**src/rtl/point_cloud_grid_binner_top_defines.svh**
```systemverilog
// Assertion macros shared by the point cloud grid binner RTL.
// Depends on nothing; each macro expects signals named clk and rst in scope.
`ifndef POINT_CLOUD_GRID_BINNER_TOP_DEFINES_SVH
`define POINT_CLOUD_GRID_BINNER_TOP_DEFINES_SVH

// Same-cycle implication, checked outside reset.
`define PCGB_ASSERT_NOW(lbl, ante, cons, msg) \
  lbl: assert property (@(posedge clk) disable iff (rst) (ante) |-> (cons)) else $error(msg);

// Next-cycle implication, checked outside reset.
`define PCGB_ASSERT_NEXT(lbl, ante, cons, msg) \
  lbl: assert property (@(posedge clk) disable iff (rst) (ante) |=> (cons)) else $error(msg);

`endif

```
**src/rtl/pcgb_pkg.sv**
```systemverilog
// Shared types, codes and helpers for the point cloud grid binner.
// Depends on nothing; used by every RTL module of the block but pcgb_div.
`timescale 1ns / 1ps
`default_nettype none
package pcgb_pkg;

  localparam int DEF_MAX_COLS   = 256;
  localparam int DEF_MAX_ROWS   = 256;
  localparam int DEF_COUNT_BITS = 16;

  // Widest cell address over the legal parameter range (4096 x 4096).
  localparam int ADDR_W_MAX = 24;
  // Width of a limited grid size (up to 4096).
  localparam int LIM_W = 13;

  // Configuration register indexes.
  localparam logic [2:0] REG_ORIGIN_X  = 3'd0;
  localparam logic [2:0] REG_ORIGIN_Y  = 3'd1;
  localparam logic [2:0] REG_RECIP     = 3'd2;
  localparam logic [2:0] REG_COLS      = 3'd3;
  localparam logic [2:0] REG_ROWS      = 3'd4;
  localparam logic [2:0] REG_MODE      = 3'd5;
  localparam logic [2:0] REG_FILTER_ON = 3'd6;
  localparam logic [2:0] REG_MASK      = 3'd7;

  // Input actions. The unused code three behaves as a read.
  localparam logic [1:0] ACT_ADD      = 2'd0;
  localparam logic [1:0] ACT_READ     = 2'd1;
  localparam logic [1:0] ACT_CLEAR    = 2'd2;
  localparam logic [1:0] ACT_READ_ALT = 2'd3;

  // Aggregation modes.
  localparam logic [2:0] MODE_LAST = 3'd1;
  localparam logic [2:0] MODE_MIN  = 3'd2;
  localparam logic [2:0] MODE_MAX  = 3'd3;
  localparam logic [2:0] MODE_MEAN = 3'd4;

  // Result status codes.
  localparam logic [2:0] ST_ADDED   = 3'd0;
  localparam logic [2:0] ST_OUTSIDE = 3'd1;
  localparam logic [2:0] ST_REJECT  = 3'd2;
  localparam logic [2:0] ST_FULL    = 3'd3;
  localparam logic [2:0] ST_READ    = 3'd4;
  localparam logic [2:0] ST_CLEARED = 3'd5;

  // Operations handed from the front to the back.
  localparam logic [2:0] OP_ADD    = 3'd0;
  localparam logic [2:0] OP_READ   = 3'd1;
  localparam logic [2:0] OP_CLEAR  = 3'd2;
  localparam logic [2:0] OP_OUT    = 3'd3;
  localparam logic [2:0] OP_REJECT = 3'd4;

  typedef struct packed {
    logic [31:0] origin_x;
    logic [31:0] origin_y;
    logic [31:0] cell_recip;
    logic [8:0]  grid_cols;
    logic [8:0]  grid_rows;
    logic [2:0]  aggregation_mode;
    logic        class_filter_on;
    logic [63:0] class_mask;
  } cfg_t;

  typedef struct packed {
    logic [2:0]            op;
    logic [7:0]            ocol;
    logic [7:0]            orow;
    logic [ADDR_W_MAX-1:0] addr;
    logic [31:0]           z;
  } entry_t;

  // Saturate a signed value to the 32 bit signed range.
  function automatic logic [31:0] sat32(input logic signed [48:0] v);
    logic signed [48:0] hi;
    logic signed [48:0] lo;
    begin
      hi = 49'sh0_7FFF_FFFF;
      lo = -49'sh0_8000_0000;
      if (v > hi) sat32 = 32'h7FFF_FFFF;
      else if (v < lo) sat32 = 32'h8000_0000;
      else sat32 = v[31:0];
    end
  endfunction

endpackage
`default_nettype wire

```
**src/rtl/pcgb_queue.sv**
```systemverilog
// Two-entry queue between the classifying front and the executing back.
// Depends on pcgb_pkg for the entry type and on the assertion macro header.
`timescale 1ns / 1ps
`default_nettype none
`include "point_cloud_grid_binner_top_defines.svh"
module pcgb_queue (
  input  wire logic            clk,
  input  wire logic            rst,
  input  wire logic            push,
  input  wire pcgb_pkg::entry_t wr_entry,
  output logic                 full,
  input  wire logic            pop,
  output pcgb_pkg::entry_t     rd_entry,
  output logic                 empty
);
  import pcgb_pkg::*;

  entry_t     slots [2];
  logic       wr_ptr;
  logic       rd_ptr;
  logic [1:0] count;

  assign full     = (count == 2'd2);
  assign empty    = (count == 2'd0);
  assign rd_entry = slots[rd_ptr];

  always_ff @(posedge clk) begin
    if (push) begin
      slots[wr_ptr] <= wr_entry;
    end
  end

  always_ff @(posedge clk) begin
    if (rst) begin
      wr_ptr <= 1'b0;
      rd_ptr <= 1'b0;
      count  <= 2'd0;
    end else begin
      if (push) wr_ptr <= ~wr_ptr;
      if (pop) rd_ptr <= ~rd_ptr;
      count <= count + 2'(push) - 2'(pop);
    end
  end

  `PCGB_ASSERT_NOW(a_no_push_full, push, !full || pop, "queue pushed while full")
  `PCGB_ASSERT_NOW(a_no_pop_empty, pop, !empty, "queue popped while empty")
  `PCGB_ASSERT_NOW(a_count_range, 1'b1, count != 2'd3, "queue count out of range")

endmodule
`default_nettype wire

```
**config.mk**
```make
export PLATFORM = sky130hd
export DESIGN_NAME = pcgb_queue
export DESIGN_NICKNAME = d
export VERILOG_FILES = /design/src/rtl/pcgb_pkg.sv /design/src/rtl/pcgb_queue.sv
export VERILOG_INCLUDE_DIRS = /design/src /design/src/rtl
export SDC_FILE = /design/constraint.sdc
export NUM_CORES = 1
export LEC_CHECK = 0
export ABC_CLOCK_PERIOD_IN_PS = 6500
export BUFFER_PORTS_ARGS = -buffer_cell sky130_fd_sc_hd__buf_2
export CAP_MARGIN = 40
export CORE_AREA = 10 10 162 134
export DETAILED_ROUTE_END_ITERATION = 16
export DIE_AREA = 0 0 172 144
export PLACE_DENSITY = 0.62
export SYNTH_ARGS = -nofsm -noshare
export SYNTH_HDL_FRONTEND = slang
export SYNTH_SLANG_ARGS = --single-unit
```
**constraint.sdc**
```tcl
create_clock -name clk -period 6.5 [get_ports clk]
set_clock_uncertainty 0.15 [all_clocks]
set_input_delay 1.95 -clock clk [delete_from_list [all_inputs] [get_ports clk]]
set_output_delay 1.95 -clock clk [all_outputs]
set_load 0.01 [all_outputs]
```
==> flow_metrics.env <==
export IMPL_gp_congestion=0.701
export IMPL_drive_gt1_frac=0.607
export IMPL_hpwl_um=8310
export IMPL_ys_types=13
export IMPL_wl_per_cell_um=17.6
export IMPL_grt_pass1_vias=3441
export IMPL_worstSetupEndpointType="output pin"
export IMPL_syn_num_nets=335
export IMPL_synth_top_family_by_area="multiplexers"
export IMPL_finalHoldViolCount=0
export IMPL_syn2layout_area_growth_pct=28.6
export IMPL_crit_fanout=42
export IMPL_synth_compound_area_frac=0
export IMPL_status="complete, no violations"
export IMPL_rows=45
export IMPL_report_final_slew_viol_count=0
export IMPL_maxCapViolCount=0
export IMPL_muxShareOfSynthArea=0.177
export IMPL_worstSetupPathType="reg -> out"
export IMPL_wl_um=11800
export IMPL_clk_insertion_delay_late_ns=0.41
export IMPL_drtAntennaViolNets=0
export IMPL_power_density_mw_per_mm2=331
export IMPL_grt_pass1_wl_um=18400
export IMPL_ctsHoldBuffers=0
export IMPL_synth_seq_cells=155
export IMPL_fin_util=0.403
export IMPL_dr_first_iter_drc_count=124
export IMPL_rsz0062_at_grt="no"
export IMPL_num_antenna_cells=0
export IMPL_vias_per_cell=4.30
export IMPL_arrival_ns=2.40
export IMPL_r2r_slack_ns=4.75
export IMPL_die_w_um=172
export IMPL_clkSlewWorstSetupHoldPaths_ns=0.06
export IMPL_htreeDepth=4
export IMPL_route_detailed_drc=0
export IMPL_place_area_mm2=0.00689
export IMPL_required_ns=4.40
export IMPL_synth_xor_area_share=0.00687
export IMPL_design_area_mm2=0.00750
export IMPL_finalCriticalPeriod_ns=4.50
export IMPL_cp_endpoint="rd_entry[11]"
export IMPL_holdCritPathClass="reg -> reg"
export IMPL_cts_resized=0
export IMPL_start_util=0.314
export IMPL_final_nets=505
export IMPL_synth_area_mm2=0.00583
export IMPL_syn_inst=254
export IMPL_grt_max_degree=43
export IMPL_cp_start_kind="register"
export IMPL_tritoncts="built"
export IMPL_reg2reg_to="slots[1][68]$_DFFE_PP_"
export IMPL_antenna_found_initial=1
export IMPL_fin_setup_tns_ns=0
export IMPL_io_buffer_count=155
export IMPL_vias=2882
export IMPL_final_period_utilization=0.692
export IMPL_synth_area_per_cell_um2=23.0
export IMPL_yosysSeqAreaShare=0.790
export IMPL_cts_buffer_depth=2
export IMPL_setup_viol=0
export IMPL_relSlewSlack=0.536
export IMPL_die_y_um=144
export IMPL_synth_fa_ha_area_frac=0.00429
export IMPL_r2r_worst_path_cells=2
export IMPL_max_slew_worst_pin_slew_ns=0.696
export IMPL_die_area_mm2=0.0248
export IMPL_design_portCount=156
export IMPL_cts_setup_buffers=0
export IMPL_track_usage=0.0974
export IMPL_numCtsBuffers=17
export IMPL_yosysWarnings=0
export IMPL_r2r_start="wr_ptr$_SDFFE_PP0P_"
export IMPL_peakVddDrop_v=0.000212
export IMPL_cts_root_buf="clkbuf_16"
export IMPL_drtPass1Iterations=4
export IMPL_clock_sinks=155
export IMPL_gr_total_overflow=0
export IMPL_p_leak_uw=0.00291
export IMPL_synth_simple_area_share=0.00751
export IMPL_clock_fmax_mhz=222
export IMPL_design_core_area_mm2=0.0186
==> layout make-up <==
class                      instances  area (um^2)
clock inverter                    11          171
sequential                       155         4610
multi-input combinational         89         1150
inverter                           2         7.51
timing repair buffer             159          831
tap                              235          294
clock buffer                      19          433
fill                            1687        11100
==> report_power, final <==
part	total [uW]	switching [uW]	internal (uW)
Clock	1020	380	640
Sequential	1190	28.2	1170
Combinational	266	126	140
==> cells by family after synthesis <==
kind of cell,after synthesis
buffers and inverters,10
multiplexers,75
XOR/XNOR,3
AND/OR/NAND/NOR,9
flip-flops,155
adder cells (fa/ha/maj),2
==> synth_stat cells <==
library cell	number	area, um^2
nor2b_1	3	18.8
buf_6	6	67.6
mux2_4	50	751
xnor2_1	2	17.5
mux2_2	25	282
nor2_1	5	18.8
xnor3_1	1	22.5
ha_1	2	25.0
edfxtp_1	150	4500
dfxtp_1	5	100
buf_2	2	10.0
inv_1	2	7.51
and2_1	1	6.26
==> how the worst min path moves through the flow <==
stage	slack [ns]	startpoint	cells after the start	endpoint
floorplan	0.33	rd_ptr$_SDFFE_PP0P_	2	register
CTS	0.37	rd_ptr$_SDFFE_PP0P_	2	register
detailed placement	0.35	rd_ptr$_SDFFE_PP0P_	2	register
global route	0.43	rd_ptr$_SDFFE_PP0P_	2	register
finish	0.36	rd_ptr$_SDFFE_PP0P_	2	register
global placement	0.34	rd_ptr$_SDFFE_PP0P_	2	rd_ptr$_SDFFE_PP0P_
==> registers in the layout, indices dropped and copies added, names as in the netlist, named ones only <==
name    cells
count       2
wr_ptr      1
slots     150
rd_ptr      1
==> layout by cell type, fill, tap and decap left out <==
cell type | synthesis | final
clkbuf_16 | 0 | 17
xnor2_1 | 2 | 2
and2_4 | 0 | 1
edfxtp_1 | 150 | 150
inv_1 | 2 | 2
nor2b_4 | 0 | 1
ha_1 | 2 | 2
xnor3_1 | 1 | 1
clkinv_1 | 0 | 1
clkinv_4 | 0 | 3
nor2b_1 | 3 | 2
buf_4 | 0 | 2
dfxtp_4 | 0 | 1
inv_6 | 0 | 1
buf_12 | 0 | 2
bufinv_16 | 0 | 4
nor2_1 | 5 | 5
clkinv_2 | 0 | 1
buf_2 | 2 | 155
clkinvlp_4 | 0 | 1
mux2_2 | 25 | 25
clkbuf_1 | 0 | 2
mux2_4 | 50 | 50
dfxtp_1 | 5 | 4
==> critical path, stage by stage (launching register included) <==
cell     delay (ns)
dfxtp_4        0.79
buf_4          0.64
mux2_2         0.40
buf_2          0.14
==> per-stage QoR <==
stage / setup WS (ns) / total power [uW] / std cells / hold slack, ns
floorplan: 0.598 / 1380 / 254 / 0.330
global route: 1.84 / 2590 / 670 / 0.432
detailed placement: 2.37 / 1490 / 640 / 0.352
global placement: 2.39 / 1480 / 638 / 0.344
CTS: 1.91 / 2520 / 670 / 0.368
finish: 2.00 / 2480 / 670 / 0.364
==> per-layer routing <==
metal  vias to the layer above  track usage  wire length (um)
met2                       102        0.166              5880
met5                         -            0                 0
met1                      1433        0.103              4680
met4                         0       0.0367               144
li1                       1334            -                 -
met3                        13       0.0466              1100
Note: power is estimated with default switching activity, not from simulation.
